--- config.mk ---
export PLATFORM = sky130hd
export DESIGN_NAME = keyed_quantity_table_top
export DESIGN_NICKNAME = d
export VERILOG_FILES = /design/src/design/kqt_pkg.sv /design/src/design/kqt_cell.sv /design/src/design/keyed_quantity_table_top.sv
export SDC_FILE = /design/constraint.sdc
export NUM_CORES = 1
export LEC_CHECK = 0
export BUFFER_PORTS_ARGS = -buffer_cell sky130_fd_sc_hd__buf_2
export CAP_MARGIN = 40
export CORE_AREA = 10 10 334 336
export DETAILED_ROUTE_END_ITERATION = 7
export DIE_AREA = 0 0 344 346
export GPL_TIMING_DRIVEN = 1
export PLACE_DENSITY_LB_ADDON = 0.15
export REMOVE_ABC_BUFFERS = 1
export SYNTH_ARGS = -nofsm -noshare
export SYNTH_HDL_FRONTEND = slang
export SYNTH_SLANG_ARGS = --single-unit
export TNS_END_PERCENT = 10
--- constraint.sdc ---
create_clock -name clk -period 8.75 [get_ports clk]
set_input_delay 0.875 -clock clk [delete_from_list [all_inputs] [get_ports clk]]
set_output_delay 0.875 -clock clk [all_outputs]
set_load 0.005 [all_outputs]
--- src/design/kqt_pkg.sv ---
`timescale 1ns / 1ps
// Shared constants, status codes and structs for the keyed quantity table.
// No dependencies; used by kqt_cell and keyed_quantity_table_top.
package kqt_pkg;

    localparam int ENTRIES_DEF  = 16;
    localparam int KEY_BITS_DEF = 32;

    localparam int KEY_IN_W   = 32;
    localparam int CNT_W      = 8;
    localparam int AMT_W      = 9;
    localparam int SUM_W      = AMT_W + 1;
    localparam int SLOT_W     = 4;
    localparam int USED_OUT_W = 5;
    localparam int ST_W       = 3;
    localparam int CFG_IDX_W  = 1;

    localparam logic [ST_W-1:0] ST_OK         = 3'd0;
    localparam logic [ST_W-1:0] ST_ENTRY_FULL = 3'd1;
    localparam logic [ST_W-1:0] ST_OVER_CAP   = 3'd2;
    localparam logic [ST_W-1:0] ST_TABLE_FULL = 3'd3;
    localparam logic [ST_W-1:0] ST_EMPTY      = 3'd4;
    localparam logic [ST_W-1:0] ST_UNKNOWN    = 3'd5;

    localparam logic CMD_STORE  = 1'b0;
    localparam logic CMD_REMOVE = 1'b1;

    localparam logic [CFG_IDX_W-1:0] REG_MAX_COUNT     = 1'b0;
    localparam logic [CFG_IDX_W-1:0] REG_LOW_THRESHOLD = 1'b1;

    localparam logic [CNT_W-1:0] MAX_COUNT_RST     = 8'd10;
    localparam logic [CNT_W-1:0] LOW_THRESHOLD_RST = 8'd2;

    localparam logic [AMT_W-1:0] AMT_MINUS_ONE = 9'h1FF;

    typedef struct packed {
        logic              sel;
        logic [SLOT_W-1:0] slot;
        logic [CNT_W-1:0]  count;
        logic              low;
    } kqt_chain_t;

    typedef struct packed {
        logic             valid;
        logic             append;
        logic [CNT_W-1:0] count;
    } kqt_wr_t;

endpackage

--- src/design/kqt_cell.sv ---
`timescale 1ns / 1ps
// One table slot: key and count registers, lookup compare and chain merge.
// Depends on kqt_pkg.
module kqt_cell #(
    parameter int IDX   = 0,
    parameter int KEY_W = 32,
    parameter int UW    = 5
) (
    input  logic                      clk,
    input  logic                      rst_n,
    input  logic                      lookup_en,
    input  logic                      cmd,
    input  logic [KEY_W-1:0]          key,
    input  logic [kqt_pkg::SLOT_W-1:0] sidx,
    input  logic [UW-1:0]             used,
    input  logic [kqt_pkg::CNT_W-1:0] threshold,
    input  kqt_pkg::kqt_wr_t          wr,
    input  kqt_pkg::kqt_chain_t       chain_in,
    output kqt_pkg::kqt_chain_t       chain_out
);

    localparam int CMP_W = (UW > kqt_pkg::SLOT_W) ? UW : kqt_pkg::SLOT_W;

    logic [KEY_W-1:0]          key_reg;
    logic [kqt_pkg::CNT_W-1:0] cnt_reg;
    logic                      tgt_reg;
    logic                      in_use;
    logic                      target;
    logic                      sel;
    logic                      wr_en;

    assign in_use = UW'(IDX) < used;

    always_comb
    begin
        if (cmd == kqt_pkg::CMD_STORE)
        begin
            target = in_use && (key_reg == key);
        end
        else
        begin
            target = CMP_W'(sidx) == CMP_W'(IDX);
        end
    end

    assign sel = target && in_use;

    always_comb
    begin
        chain_out.sel   = chain_in.sel | sel;
        chain_out.slot  = sel ? kqt_pkg::SLOT_W'(IDX) : chain_in.slot;
        chain_out.count = sel ? cnt_reg : chain_in.count;
        chain_out.low   = chain_in.low | (in_use && !target && (cnt_reg < threshold));
    end

    assign wr_en = wr.valid && (wr.append ? (UW'(IDX) == used) : tgt_reg);

    always_ff @(posedge clk or negedge rst_n)
    begin
        if (!rst_n)
        begin
            tgt_reg <= 1'b0;
        end
        else if (lookup_en)
        begin
            tgt_reg <= sel;
        end
    end

    always_ff @(posedge clk)
    begin
        if (wr_en)
        begin
            cnt_reg <= wr.count;
            if (wr.append)
            begin
                key_reg <= key;
            end
        end
    end

endmodule

--- src/design/keyed_quantity_table_top.sv ---
`timescale 1ns / 1ps
// Keyed quantity table: a chain of slot cells with a lookup and an update step.
// Depends on kqt_pkg and kqt_cell.
// A transaction is registered on acceptance, looked up in S_LOOK, then updated in S_UPD,
// which waits for a free output and registers the result. The update of one item and the
// capture of the next share a cycle, and the lookup reads the cell registers.
// Reset clears the slot count and the control state and sets the two config registers to 10 and 2.
module keyed_quantity_table_top #(
    parameter int ENTRIES  = kqt_pkg::ENTRIES_DEF,
    parameter int KEY_BITS = kqt_pkg::KEY_BITS_DEF
) (
    input  logic                          clk,
    input  logic                          rst_n,
    input  logic                          cfg_we,
    input  logic [kqt_pkg::CFG_IDX_W-1:0] cfg_index,
    input  logic [kqt_pkg::CNT_W-1:0]     cfg_data,
    input  logic                          in_valid,
    output logic                          in_ready,
    input  logic                          command,
    input  logic [kqt_pkg::KEY_IN_W-1:0]  item_key,
    input  logic signed [kqt_pkg::AMT_W-1:0] amount,
    input  logic [kqt_pkg::SLOT_W-1:0]    slot_index,
    output logic                          out_valid,
    input  logic                          out_ready,
    output logic [kqt_pkg::ST_W-1:0]      status,
    output logic [kqt_pkg::SLOT_W-1:0]    slot_used,
    output logic [kqt_pkg::CNT_W-1:0]     slot_count,
    output logic                          slot_empty,
    output logic                          slot_full,
    output logic [kqt_pkg::USED_OUT_W-1:0] used_slots,
    output logic                          low_stock
);

    localparam int KEY_W = (KEY_BITS < kqt_pkg::KEY_IN_W) ? KEY_BITS : kqt_pkg::KEY_IN_W;
    localparam int UW    = $clog2(ENTRIES + 1);
    localparam int CW    = kqt_pkg::CNT_W;
    localparam int SW    = kqt_pkg::SUM_W;

    localparam logic [1:0] S_IDLE = 2'd0;
    localparam logic [1:0] S_LOOK = 2'd1;
    localparam logic [1:0] S_UPD  = 2'd2;

    logic [1:0] state_reg;
    logic [1:0] state_next;

    logic [CW-1:0] max_count_reg;
    logic [CW-1:0] low_threshold_reg;
    logic [UW-1:0] used_reg;
    logic [UW-1:0] used_next;

    logic                              cmd_reg;
    logic [KEY_W-1:0]                  key_reg;
    logic signed [kqt_pkg::AMT_W-1:0]  amount_reg;
    logic [kqt_pkg::SLOT_W-1:0]        sidx_reg;

    kqt_pkg::kqt_chain_t chain [ENTRIES+1];
    kqt_pkg::kqt_chain_t look_reg;
    kqt_pkg::kqt_wr_t    wr;

    logic out_valid_reg;
    logic [kqt_pkg::ST_W-1:0]       status_reg;
    logic [kqt_pkg::SLOT_W-1:0]     slot_reg;
    logic [CW-1:0]                  count_reg;
    logic                           empty_reg;
    logic                           full_reg;
    logic [kqt_pkg::USED_OUT_W-1:0] used_out_reg;
    logic                           low_reg;

    logic out_free;
    logic fire;
    logic accept;

    logic [kqt_pkg::ST_W-1:0]   st;
    logic [kqt_pkg::SLOT_W-1:0] slot;
    logic [CW-1:0]              cnt;
    logic                       has_slot;

    logic signed [SW-1:0] amt_ext;
    logic signed [SW-1:0] cnt_ext;
    logic signed [SW-1:0] max_ext;
    logic signed [SW-1:0] sum;

    assign out_free = !out_valid_reg || out_ready;
    assign fire     = (state_reg == S_UPD) && out_free;
    assign in_ready = (state_reg == S_IDLE) || fire;
    assign accept   = in_valid && in_ready;

    always_comb
    begin
        state_next = state_reg;
        unique case (state_reg)
            S_IDLE: if (accept) state_next = S_LOOK;
            S_LOOK: state_next = S_UPD;
            S_UPD:  if (fire) state_next = accept ? S_LOOK : S_IDLE;
            default: state_next = S_IDLE;
        endcase
    end

    always_ff @(posedge clk or negedge rst_n)
    begin
        if (!rst_n)
        begin
            state_reg         <= S_IDLE;
            max_count_reg     <= kqt_pkg::MAX_COUNT_RST;
            low_threshold_reg <= kqt_pkg::LOW_THRESHOLD_RST;
            used_reg          <= '0;
            out_valid_reg     <= 1'b0;
        end
        else
        begin
            state_reg <= state_next;
            if (cfg_we)
            begin
                unique case (cfg_index)
                    kqt_pkg::REG_MAX_COUNT:     max_count_reg     <= cfg_data;
                    kqt_pkg::REG_LOW_THRESHOLD: low_threshold_reg <= cfg_data;
                    default: ;
                endcase
            end
            if (fire)
            begin
                used_reg      <= used_next;
                out_valid_reg <= 1'b1;
            end
            else if (out_ready)
            begin
                out_valid_reg <= 1'b0;
            end
        end
    end

    always_ff @(posedge clk)
    begin
        if (accept)
        begin
            cmd_reg    <= command;
            key_reg    <= item_key[KEY_W-1:0];
            amount_reg <= amount;
            sidx_reg   <= slot_index;
        end
        if (state_reg == S_LOOK)
        begin
            look_reg <= chain[ENTRIES];
        end
    end

    assign chain[0] = '0;

    for (genvar i = 0; i < ENTRIES; i++)
    begin : g_cell
        kqt_cell #(
            .IDX   (i),
            .KEY_W (KEY_W),
            .UW    (UW)
        ) u_cell (
            .clk       (clk),
            .rst_n     (rst_n),
            .lookup_en (state_reg == S_LOOK),
            .cmd       (cmd_reg),
            .key       (key_reg),
            .sidx      (sidx_reg),
            .used      (used_reg),
            .threshold (low_threshold_reg),
            .wr        (wr),
            .chain_in  (chain[i]),
            .chain_out (chain[i+1])
        );
    end

    assign amt_ext = {amount_reg[kqt_pkg::AMT_W-1], amount_reg};
    assign cnt_ext = {2'b00, look_reg.count};
    assign max_ext = {2'b00, max_count_reg};
    assign sum     = cnt_ext + amt_ext;

    always_comb
    begin
        st        = kqt_pkg::ST_OK;
        slot      = '0;
        cnt       = '0;
        has_slot  = 1'b0;
        used_next = used_reg;
        wr.valid  = 1'b0;
        wr.append = 1'b0;
        wr.count  = '0;
        if (cmd_reg == kqt_pkg::CMD_STORE)
        begin
            if (look_reg.sel)
            begin
                slot     = look_reg.slot;
                has_slot = 1'b1;
                cnt      = look_reg.count;
                if ((look_reg.count >= max_count_reg) && (amount_reg != kqt_pkg::AMT_MINUS_ONE))
                begin
                    st = kqt_pkg::ST_ENTRY_FULL;
                end
                else if (sum > max_ext)
                begin
                    st = kqt_pkg::ST_OVER_CAP;
                end
                else if (sum < 0)
                begin
                    st = kqt_pkg::ST_EMPTY;
                end
                else
                begin
                    cnt      = sum[CW-1:0];
                    wr.valid = fire;
                    wr.count = sum[CW-1:0];
                end
            end
            else if (used_reg >= UW'(ENTRIES))
            begin
                st = kqt_pkg::ST_TABLE_FULL;
            end
            else if (amt_ext > max_ext)
            begin
                st = kqt_pkg::ST_OVER_CAP;
            end
            else if (amt_ext < 0)
            begin
                st = kqt_pkg::ST_EMPTY;
            end
            else
            begin
                slot      = kqt_pkg::SLOT_W'(used_reg);
                cnt       = amount_reg[CW-1:0];
                has_slot  = 1'b1;
                used_next = used_reg + 1'b1;
                wr.valid  = fire;
                wr.append = 1'b1;
                wr.count  = amount_reg[CW-1:0];
            end
        end
        else
        begin
            slot = sidx_reg;
            if (!look_reg.sel)
            begin
                st = kqt_pkg::ST_UNKNOWN;
            end
            else
            begin
                has_slot = 1'b1;
                if (look_reg.count == '0)
                begin
                    st = kqt_pkg::ST_EMPTY;
                end
                else
                begin
                    cnt      = look_reg.count - 1'b1;
                    wr.valid = fire;
                    wr.count = look_reg.count - 1'b1;
                end
            end
        end
    end

    always_ff @(posedge clk)
    begin
        if (fire)
        begin
            status_reg   <= st;
            slot_reg     <= slot;
            count_reg    <= cnt;
            empty_reg    <= has_slot && (cnt == '0);
            full_reg     <= has_slot && (cnt >= max_count_reg);
            used_out_reg <= kqt_pkg::USED_OUT_W'(used_next);
            low_reg      <= look_reg.low || (has_slot && (cnt < low_threshold_reg));
        end
    end

    assign out_valid  = out_valid_reg;
    assign status     = status_reg;
    assign slot_used  = slot_reg;
    assign slot_count = count_reg;
    assign slot_empty = empty_reg;
    assign slot_full  = full_reg;
    assign used_slots = used_out_reg;
    assign low_stock  = low_reg;

endmodule
After elaboration in Yosys (flattened, before gate mapping):

Cells that the tools add are included.
W data, S select, Z words.

* register bits: 763
* word-level logic and storage cells: 451

* $add $sub $neg: 3
* $lt $le $gt $ge: 40
* equal/unequal tests: 51
* muxes and demuxes: 121
* bitwise logic cells: 31
* reductions and logical operators: 134

Operators by type and width (number)
* $eq A32 B32 Y1: 16
* $mux W8: 31
* $lt A8 B8 Y1: 17
* $logic_and A1 B1 Y1: 86
* $mux W3: 18
* $mux W1: 52
* $eq A4 B5 Y1 const A: 8
* $lt A4 B5 Y1 const A: 8
* $reduce_and A2 Y1: 19
* $eq A4 B4 Y1 const B: 8
* $mux W10: 3
* $or A1 B1 Y1: 30
* $mux W5: 5
* $eq A3 B5 Y1 const A: 4
* $lt A3 B5 Y1 const A: 4
* $mux W4: 5
* $logic_not A1 Y1: 17
* $eq A4 B3 Y1 const B: 4
* $ge A8 B8 Y1: 2
* $logic_not A8 Y1: 2
* $mux W2: 6
* $add A9 B9 Y10: 1
* $eq A2 B5 Y1 const A: 2
* $gt A10 B9 Y1: 1
* other kinds (25): 31

Longest topological paths before layout:

Gate-level depths: netlist (run 1).

* depth in word-level cells: 21
* depth in mapped cells: 26

Hierarchy:

Synthesis (run 1) repeated with hierarchy kept, for this count alone.

* cells, all modules: 3210
* area, all modules: 41116.9 sq um

By module, submodules not included
* keyed_quantity_table_top: times used 1, cells each 429, area each 5564.1 sq um, seq. area each 3096.7 sq um
* kqt_cell (g_cell[12].u_cell): times used 1, cells each 195, area each 2362.3 sq um, seq. area each 1226.2 sq um
* kqt_cell (g_cell[5].u_cell): times used 1, cells each 194, area each 2361.0 sq um, seq. area each 1226.2 sq um
* kqt_cell (g_cell[6].u_cell): times used 1, cells each 192, area each 2361.0 sq um, seq. area each 1226.2 sq um
* kqt_cell (g_cell[15].u_cell): times used 1, cells each 208, area each 2343.5 sq um, seq. area each 1226.2 sq um
* kqt_cell (g_cell[10].u_cell): times used 1, cells each 189, area each 2329.7 sq um, seq. area each 1226.2 sq um
* kqt_cell (g_cell[2].u_cell): times used 1, cells each 183, area each 2329.7 sq um, seq. area each 1226.2 sq um
* kqt_cell (g_cell[14].u_cell): times used 1, cells each 187, area each 2319.7 sq um, seq. area each 1226.2 sq um
* kqt_cell (g_cell[11].u_cell): times used 1, cells each 194, area each 2314.7 sq um, seq. area each 1226.2 sq um
* kqt_cell (g_cell[9].u_cell): times used 1, cells each 185, area each 2288.4 sq um, seq. area each 1226.2 sq um
* kqt_cell (g_cell[0].u_cell): times used 1, cells each 192, area each 2278.4 sq um, seq. area each 1226.2 sq um
* kqt_cell (g_cell[4].u_cell): times used 1, cells each 185, area each 2268.4 sq um, seq. area each 1226.2 sq um
* kqt_cell (g_cell[3].u_cell): times used 1, cells each 136, area each 2005.7 sq um, seq. area each 1226.2 sq um
* kqt_cell (g_cell[7].u_cell): times used 1, cells each 135, area each 2003.2 sq um, seq. area each 1226.2 sq um
* 3 more rows

Least setup slack after synthesis (run 1):

Ideal clock, no wire load.

* path type: register to register
* start: register amount_reg[0] in the netlist's numbering
* end: register g_cell[12].u_cell.key_reg[0], enable pin
* setup time: 502 ps
* data arrival time: 6380 ps
* data required time: 8248 ps
* slack: 1868 ps
* stages on the path, launching flop included: 17
* clock period less this slack: 6882 ps
* cells stage by stage: edfxtp_1 ha_1 fa_1 a21o_1 a21oi_1 xnor2_1 ha_1 a21o_1 a211o_1 o211ai_1 a32o_1 and2_1 a22oi_1 nor2_1 o21ai_1 clkbuf_1 nor4_1

* longest elaborated chain between the ends: 9

Ends and longest elaborated chain
* from (decl): RTL line keyed_quantity_table_top.sv:53 `logic signed [kqt_pkg::AMT_W-1:0] amount_reg;`
* from (signal assigned): RTL line keyed_quantity_table_top.sv:138 `amount_reg <= amount;`
* $add A9 B9 Y10 / $lt A9 B1 Y1 (equally long branches): RTL line keyed_quantity_table_top.sv:173, keyed_quantity_table_top.sv:219
* $lt A10 B1 Y1 / $mux W10 (equally long branches): RTL line keyed_quantity_table_top.sv:200, keyed_quantity_table_top.sv:219
* $mux W1 / $mux W10 (equally long branches): RTL line keyed_quantity_table_top.sv:200, keyed_quantity_table_top.sv:215
* $mux W1 / $mux W10 (equally long branches): RTL line keyed_quantity_table_top.sv:196, keyed_quantity_table_top.sv:211
* $mux W1 (on tied branches): RTL line keyed_quantity_table_top.sv:192, keyed_quantity_table_top.sv:187
* $mux W1 (on tied branches): RTL line keyed_quantity_table_top.sv:187, keyed_quantity_table_top.sv:185
* $mux W1 (on tied branches): RTL line keyed_quantity_table_top.sv:185, kqt_cell.sv:56
* $logic_and A1 B1 Y1: RTL line kqt_cell.sv:56 `assign wr_en = wr.valid && (wr.append ? (UW'(IDX) == used) : tgt_reg);`
* $reduce_and A2 Y1 (no line) (*)
* to (signal assigned): RTL line kqt_cell.sv:77 `key_reg <= key;`
* to (decl): RTL line kqt_cell.sv:24 `logic [KEY_W-1:0] key_reg;`

Mark *: on every way between the ends. The rest lies on a longest branch, timed or not.
A chain may end at the register's enable or synchronous reset.

Final worst setup path (run 1):

* start: register amount_reg[0] in the netlist's numbering
* end: register full_reg (netlist: slot_full), data pin

* longest elaborated chain between the ends: 9

Ends and longest elaborated chain
* $add A9 B9 Y10: RTL line keyed_quantity_table_top.sv:173 `assign sum = cnt_ext + amt_ext;`
* $lt A10 B1 Y1: RTL line keyed_quantity_table_top.sv:200 `else if (sum < 0)`
* $mux W8: RTL line keyed_quantity_table_top.sv:200
* $mux W8: RTL line keyed_quantity_table_top.sv:196 `else if (sum > max_ext)`
* $mux W8: RTL line keyed_quantity_table_top.sv:192 `if ((look_reg.count >= max_count_reg) && (amount_reg != kqt_pkg::AMT_MINUS_ONE))`
* $mux W8: RTL line keyed_quantity_table_top.sv:187 `if (look_reg.sel)`
* $mux W8: RTL line keyed_quantity_table_top.sv:185 `if (cmd_reg == kqt_pkg::CMD_STORE)`
* $ge A8 B8 Y1: RTL line keyed_quantity_table_top.sv:266 `full_reg <= has_slot && (cnt >= max_count_reg);`
* $logic_and A1 B1 Y1 (*): RTL line keyed_quantity_table_top.sv:266
* to (signal assigned): RTL line keyed_quantity_table_top.sv:266
* to (decl): RTL line keyed_quantity_table_top.sv:65 `logic full_reg;`

Marks and branches as above.

==> flow_summary.ini, run 1 <==
[clock_tree]
cts-htree-levels = 3
cts.sinks = 763
cts_tree = yes
cts-root-buf = clkbuf_16
path_clk_slew_ns = 0.06
clk_latency_ns = 0.66
cts_max_path_buffers = 3
cts_resized = 0
cts_post_setup_buffers_inserted = 0
hold_buffers = 0
cts_inserted_buffers = 85

[worst_hold_path]
worstHoldPathType = primary input to async pin

[global_routing]
grt_pass1_wl_um = 155000
first_global_vias = 22500
antenna_found_initial = 4
gr-total-overflow = 0
gr-usage-all-layers = 0.176
grt_max_degree = 47

[final_layout]
nFillCells = 9813
drive_above_1_share = 0.138
largest_reg_flops = 512
area_growth_pct = 14.4
finish.utilization = 0.396
instances_no_fill = 4228
nets = 2998

[floorplan]
fp.dieW_um = 344
dieArea_mm2 = 0.119
rows = 119
ios = 85
initial_core_util = 0.346
coreArea_mm2 = 0.105
die_y_um = 346

[route]
dr.pass1.iters = 6
viasPerCell = 5.24
num_vias = 22100
drt_iter0_markers = 1969
ant_nets = 0
wirelength_um = 107000
wl_per_cell_um = 25.3
drc_errors = 0

[synthesis]
synth_cell_type_count = 85
postSynthCellCount = 2601
synth.avg_cell_area_um2 = 14.0
yosysMostFrequentCell = edfxtp_1
synthMuxAreaShare = 0.00513
ys_ff_latch = 763
synth-xor-area-share = 0.124
yosys.area_share.adder = 0.0574
synth_top_family_by_area = XOR/XNOR gates
syn_area_mm2 = 0.0363
yosys.area_share.simple = 0.0854
ys_seq_area_frac = 0.626
synth_top_cell_by_area = edfxtp_1
synth_edf_count = 723
ys_top_cells_by_area = edfxtp_1 (60%), xor2_1 (8.2%), ha_1 (5.7%)
synth_common_cells = edfxtp_1 (723), xor2_1 (340), xnor2_1 (176)
yosysWarnings = 0
ys_async_sr_fraction = 0.0524
yosysTopAreaCellShare = 0.598
synth_compound_area_frac = 0.0726
synth-main-ff-cell = edfxtp_1

[timing]
fmax_mhz = 176
maxSlewHeadroom = 0.339
finalSetupTns_ns = 0
worstMarginPinSlew_ns = 0.984
finClkSkew_ns = 0.0263
fin_crit_sh = 0.648
maxSlewViolCount = 0
fin_crit_ns = 5.67
grt_setup_unrepaired = false
hold_violations = 0
worst_slack_ns = 3.08
setup_viol_count_final = 0

[setup_path]
critPathRequiredTime_ns = 9.15
critical_path.startpoint_type = flop
path_class = flop to flop
ff2ff_setup_slack_ns = 3.08
cp_max_fo = 5
arrival_ns = 6.08
crit_path_end_kind = flop
worst_r2r_path_depth = 24

[placement]
portBuffers = 84
pre_cts_slack_ns = 3.15
gp_congestion = 0.850
hpwl_um = 70900
dp.cells = 4073

[power_and_ir_drop]
internal_power_mw = 6.54
switching_power_mw = 2.22
p_sw_frac = 0.253
ir_worst_vdd_mv = 0.153
power.density_mw_per_mm2 = 211
fin_total_pwr_mw = 8.76
power_frac_seq = 0.472
combPwrFrac = 0.112
clockPowerShare = 0.415
leakage_nw = 14.9

[outcome]
status = complete, no violations

[job]
drv_cap = 0
-- area by class of cell --
class / instances / area (um^2) / area share
Inverter: 72 / 275 / 0.00662
Antenna cell: 3 / 7.51 / 0.000181
Tap cell: 1391 / 1740 / 0.0419
Sequential cell: 763 / 22700 / 0.547
Clock buffer: 104 / 2240 / 0.0539
Clock inverter: 45 / 556 / 0.0134
Timing Repair Buffer: 196 / 1390 / 0.0334
Multi-Input combinational cell: 1654 / 12600 / 0.304
-- power groups by stage --
stage	sequential (mW)	combinational (mW)	clock, mW
floorplan	4.27	0.487	0
global placement	4.21	0.958	0
detailed placement	4.21	0.989	0
CTS	4.14	0.994	3.72
global route	4.14	1.08	3.86
finish	4.14	0.985	3.64
-- layout by cell type, fill, tap and decap left out, types with 10 or more instances in the layout --
master,instances
edfxtp_1,723
xor2_1,340
xnor2_1,176
ha_1,165
nand2_1,110
buf_4,101
nor4_1,96
clkbuf_16,86
buf_2,85
nor2_1,81
a21o_1,79
inv_1,68
a21oi_1,67
o21ai_0,63
nand4_1,61
nand3_1,49
nand2b_1,37
dfrtp_1,37
nor3_1,29
a31oi_1,22
o211ai_1,21
nor2b_1,16
clkbuf_1,16
clkinv_2,16
o22ai_1,13
mux2_2,13
a22oi_1,13
o2111ai_1,11
or3_1,10
nor2_2,10
bufinv_16,10
-- per-layer routing --
| layer | wire, um | track usage |
|---|---|---|
| met1 | 49400 | 0.247 |
| met4 | 3550 | 0.0592 |
| met3 | 5970 | 0.0310 |
| met2 | 48100 | 0.272 |
| met5 | 11 | 0 |
-- logic make-up after synthesis --
logic type,count (synthesis)
mux,17
simple gates,569
buf+inv,184
fa+ha+maj,166
compound gates,386
xor+xnor,516
flops,763
-- worst paths after layout --
path | start | end
hold / removal | rst_n | max_count_reg[0]
min in group clk | item_key[7] | key_reg[7]
hold reg to reg | g_cell[15].u_cell.tgt_reg | g_cell[15].u_cell.tgt_reg
setup reg to reg | amount_reg[0] | slot_full
max in group asynchronous | rst_n | g_cell[3].u_cell.tgt_reg
setup / recovery | amount_reg[0] | slot_full
-- metrics by stage --
stage               hold slack [ns]  area, um^2
detailed placement            0.472       38700
CTS                           0.314       41500
floorplan                     0.450       35500
global placement              0.463       38500
finish                        0.328       41600
global route                  0.361       41500
-- worst max-delay path, stage by stage (launching register included) --
cell      delay [ns]
edfxtp_1        0.47
ha_1            0.27
fa_1            0.41
a21o_1          0.19
a21oi_1         0.35
xnor2_1         0.20
ha_1            0.29
a21o_1          0.17
a211o_1         0.28
o211ai_1        0.11
a32o_1          0.20
o211ai_1        0.19
or3b_2          0.52
and2_1          0.19
ha_1            0.26
nand2b_1        0.14
a21o_1          0.17
a21o_1          0.17
a21oi_1         0.18
nor2b_1         0.06
o21ai_0         0.17
nand2b_1        0.08
a21oi_1         0.14
nor2b_1         0.06
o21a_1          0.16
Note: power is estimated with default switching activity, not from simulation.
==> inputs of run 2 (changes only) <==
Clock period 8.75 ns to 5.7 ns, I/O delays scaled along.
==> flow_summary.ini, run 2 (synthesis results as in run 1) <==
[route]
dr.pass1.iters = 6
wirelength_um = 109000
viasPerCell = 5.24
wl_per_cell_um = 25.6
drt_iter0_markers = 1851
drc_errors = 0
ant_nets = 0
num_vias = 22400

[setup_path]
arrival_ns = 5.70
critPathRequiredTime_ns = 6.12
critical_path.endpoint = slot_full
ff2ff_setup_slack_ns = 0.41
path_class = flop to flop
critical_path.startpoint_type = flop
crit_cells = 24
path_buf_inv = 0
crit_path_end_kind = flop
crit_start = cnt_ext[1]
cp_slowest_cell = edfxtp_1
cp_max_fo = 6
cpMostUsedCell = a21o_1
reg2reg_from = cnt_ext[1]
cpPeakStageDelay_ns = 0.50
crit_family = compound AO/OA/AOI/OAI gates
worst_r2r_path_depth = 24
worst_r2r_endpoint = slot_full
crit_chain = ha_1, a21o_1, a21oi_1, xnor2_1, ha_1, a21o_1, a21o_1, a211o_1, o211ai_1, a32o_1, o211ai_1, or3b_2, and2_1, ha_1, nand2b_1, a21o_1, a21o_1, a21oi_1, nor2b_1, o21ai_1, nand2b_1, a21oi_1, nor2b_1, o21a_1

[timing]
fin_crit_sh = 0.927
grt_setup_unrepaired = false
fin_crit_ns = 5.29
fin_hold_ws_ns = -0.00927
worst_slack_ns = 0.415
setup_viol_count_final = 0
fmax_mhz = 189
maxSlewHeadroom = 0.348
maxSlewViolCount = 0
finClkSkew_ns = 0.0349
hold_violations = 9
worstMarginPinSlew_ns = 0.969

[job]
drv_cap = 0

[floorplan]
ios = 85
initial_core_util = 0.346
rows = 119
fp.dieW_um = 344
coreArea_mm2 = 0.105
die_y_um = 346
dieArea_mm2 = 0.119

[final_layout]
layout_commonest_cell = edfxtp_1
area_growth_pct = 15.7
largest_reg_flops = 512
drive_above_1_share = 0.150
multi_input_area_mm2 = 0.0126
final_cell_mix = edfxtp_1 (723), xor2_1 (340), xnor2_1 (176), ha_1 (165), buf_4 (135)
nFillCells = 9777
nets = 3043
seqCellArea_mm2 = 0.0227
diodes = 0

[clock_tree]
cts.sinks = 763
path_clk_slew_ns = 0.06
cts-htree-levels = 3
clk_latency_ns = 0.66
cts-root-buf = clkbuf_16
cts_tree = yes
cts_inserted_buffers = 85
cts_max_path_buffers = 3

[placement]
pre_cts_slack_ns = 0.216
portBuffers = 84
hpwl_um = 74900
gp_congestion = 0.875

[global_routing]
gr-total-overflow = 0
met2_usage = 0.287
grt_pass1_wl_um = 160000
use_met3 = 0.0258
grt_busiest_layer = met2
grt_max_degree = 47
first_global_vias = 22500
gr-usage-all-layers = 0.181
antenna_found_initial = 3
grt_use_met1 = 0.258

[power_and_ir_drop]
fin_total_pwr_mw = 13.4
power.density_mw_per_mm2 = 318
ir_worst_vdd_mv = 0.252
leakage_nw = 15.2

[worst_hold_path]
worstHoldPathType = primary input to async pin

[outcome]
status = finished with violations
violations = hold timing
[run 2: metrics by stage]
stage          hold WS, ns  instances  cell area [um^2]   util  setup TNS (ns)
2_1_floorplan        0.274       2489             35500      -         -211.99
3_3_place_gp         0.465       4110             39100  0.373               0
3_5_place_dp         0.472       4120             39300  0.375               0
4_1_cts             0.0123       4276             42000  0.401               0
5_1_grt             0.0212       4277             42000  0.401               0
6_report          -0.00927       4277             42000  0.401               0
[run 2: layout make-up]
class	instances	area share
tap	1391	0.0414
inverter	72	0.00655
sequential	763	0.541
timing repair buffer	241	0.0454
clock inverter	52	0.0119
clock buffer	104	0.0533
multi-input combinational	1654	0.301
[run 2: how the worst min path moves through the flow]
stage          depth (start not counted)                        to  slack, ns                      from
2_1_floorplan                          0  g_cell[0].u_cell.tgt_reg       0.27                     rst_n
3_3_place_gp                           2  g_cell[6].u_cell.tgt_reg       0.46  g_cell[6].u_cell.tgt_reg
3_5_place_dp                           2  g_cell[6].u_cell.tgt_reg       0.47  g_cell[6].u_cell.tgt_reg
4_1_cts                                2      low_threshold_reg[4]       0.01                     rst_n
5_1_grt                                2      low_threshold_reg[4]       0.02                     rst_n
6_report                               2      low_threshold_reg[4]     -0.009                     rst_n
[run 2: metal layers]
| layer | share of wire | routed length [um] | vias to the layer above |
|---|---|---|---|
| met4 | 0.022 | 2400 | 2 |
| met3 | 0.052 | 5730 | 148 |
| met2 | 0.46 | 50900 | 677 |
| met1 | 0.46 | 50400 | 11400 |
| li1 | - | - | 10200 |
| met5 | 0.00012 | 13 | - |
[run 2: where the power goes]
group          internal, mW  total [mW]  switching [mW]
clock network          3.09        5.43            2.34
registers              6.26        6.36           0.101
logic                 0.573        1.58            1.01
[run 2: what timing repair did]
item	4_1_cts	5_1_grt
buffers inserted	0	1
gates resized for setup	0	3
endpoints found under the setup margin	0	1
hold buffers	0	0
==> inputs of run 3 (changes only) <==
Settings changed: RECOVER_POWER set to 50.
==> flow_summary.ini, run 3 (synthesis results as in run 1) <==
[timing]
fin_crit_sh = 0.948
fin_crit_ns = 5.40
hold_violations = 0
grt_setup_unrepaired = false
finClkSkew_ns = 0.0346
worstMarginPinSlew_ns = 3.21
fmax_mhz = 185
finalSetupTns_ns = 0
setup_viol_count_final = 0
maxSlewHeadroom = -1.14
maxSlewViolCount = 308

[clock_tree]
cts_inserted_buffers = 85
path_clk_slew_ns = 0.06
cts.sinks = 763
cts_tree = yes
cts_max_path_buffers = 3
cts-root-buf = clkbuf_16
cts-htree-levels = 3
clk_latency_ns = 0.67
hold_buffers = 0

[setup_path]
cp_max_fo = 21
arrival_ns = 5.81
ff2ff_setup_slack_ns = 0.30
worst_r2r_endpoint = cnt_ext[2]
critPathRequiredTime_ns = 6.11
reg2reg_from = key_reg[4]
crit_path_end_kind = flop
crit_start = key_reg[4]
critical_path.startpoint_type = flop
worst_r2r_path_depth = 11
path_class = flop to flop

[final_layout]
layout_commonest_cell = edfxtp_1
largest_reg_flops = 512
nFillCells = 9862
drive_above_1_share = 0.112
diodes = 0
instances_no_fill = 4277
nets = 3043
final_cell_mix = edfxtp_1 (723), xor2_1 (340), xnor2_1 (176), ha_1 (165), clkbuf_1 (125)
area_growth_pct = 14.5

[worst_hold_path]
hold_end = key_reg[23]
worstHoldPathType = primary input to flop
hold_depth = 1
min-delay-start = item_key[23]

[route]
viasPerCell = 5.22
num_vias = 22300
wl_per_cell_um = 25.6
drc_errors = 0
ant_nets = 0
wirelength_um = 110000
drt_iter0_markers = 1978
dr.pass1.iters = 5

[floorplan]
rows = 119
dieArea_mm2 = 0.119
coreArea_mm2 = 0.105
ios = 85
initial_core_util = 0.346
fp.dieW_um = 344
die_y_um = 346

[placement]
dp.cells = 4120
hpwl_um = 74900
gp_congestion = 0.875
portBuffers = 84

[outcome]
status = finished with violations
violations = capacitance limit, slew limit

[global_routing]
grt_max_degree = 47
gr-total-overflow = 0
gr-usage-all-layers = 0.181
first_global_vias = 22500
antenna_found_initial = 4
grt_pass1_wl_um = 160000

[power_and_ir_drop]
power.density_mw_per_mm2 = 321
leakage_nw = 14.8
ir_worst_vdd_mv = 0.252

[job]
drv_cap = 12
run 3: cell count changes in the layout (fill, tap and decap cells not counted), sizes merged:
cell,delta
clkbuf,+109
buf,-109
run 3: report_power, final:
group	leakage (nW)	internal (mW)	switching (mW)
clock network	1.34	3.09	2.34
logic	6.37	0.528	1.01
registers	7.08	6.27	0.100
total	14.8	9.89	3.45
run 3: cell type report:
| type | count | area [um^2] | area share |
|---|---|---|---|
| clock buffers | 104 | 2240 | 0.0539 |
| inverters | 72 | 275 | 0.00662 |
| multi-input cells | 1654 | 12600 | 0.304 |
| clock inverters | 52 | 500 | 0.0120 |
| well taps | 1391 | 1740 | 0.0419 |
| flip-flops and latches | 763 | 22700 | 0.546 |
| repair buffers | 241 | 1480 | 0.0355 |
run 3: stage by stage:
step                utilization  area, um^2  setup slack, ns  hold slack, ns  power (mW)
floorplan                     -       35500            -1.43           0.274        7.30
global placement          0.373       39100            0.211           0.465        8.02
detailed placement        0.375       39300            0.216           0.472        8.07
CTS                       0.401       42000            0.213          0.0123        13.5
global route              0.397       41600           0.0295          0.0449        13.9
finish                    0.397       41600            0.298          0.0780        13.3
run 3: worst max-delay path by stage:
stage / to / slack (ns) / cells past startpoint
after floorplan: g_cell[14].u_cell.key_reg[0] / -1.43 / 15
after global placement: slot_full / 0.21 / 24
after detailed placement: slot_full / 0.22 / 24
after CTS: slot_full / 0.21 / 24
after global routing: slot_full / 0.03 / 25
final: cnt_ext[2] / 0.30 / 11
run 3: repair_timing:
item,4_1_cts,5_1_grt
gates resized for setup,0,3
setup buffers,0,1
setup endpoints to repair,0,1
run 3: worst max-delay path, stage by stage, from the launching register on:
cell       delay (ns)
edfxtp_1         0.40
clkbuf_1         1.35
xor2_1           0.15
nor4_1           0.36
nand3_1          0.18
nor4_1           0.94
o21ai_0          0.22
o2111ai_1        0.25
a31oi_1          0.22
o311ai_1         0.40
o211ai_1         0.20
a31oi_1          0.44
run 3: per-layer routing:
metal  wire [um]  global-route usage  vias to the layer above
li1            -                   -                    10200
met1       50900               0.258                    11400
met2       50800               0.287                      623
met3        5370              0.0258                      144
met4        2450              0.0445                        2
met5          13                   0                        -
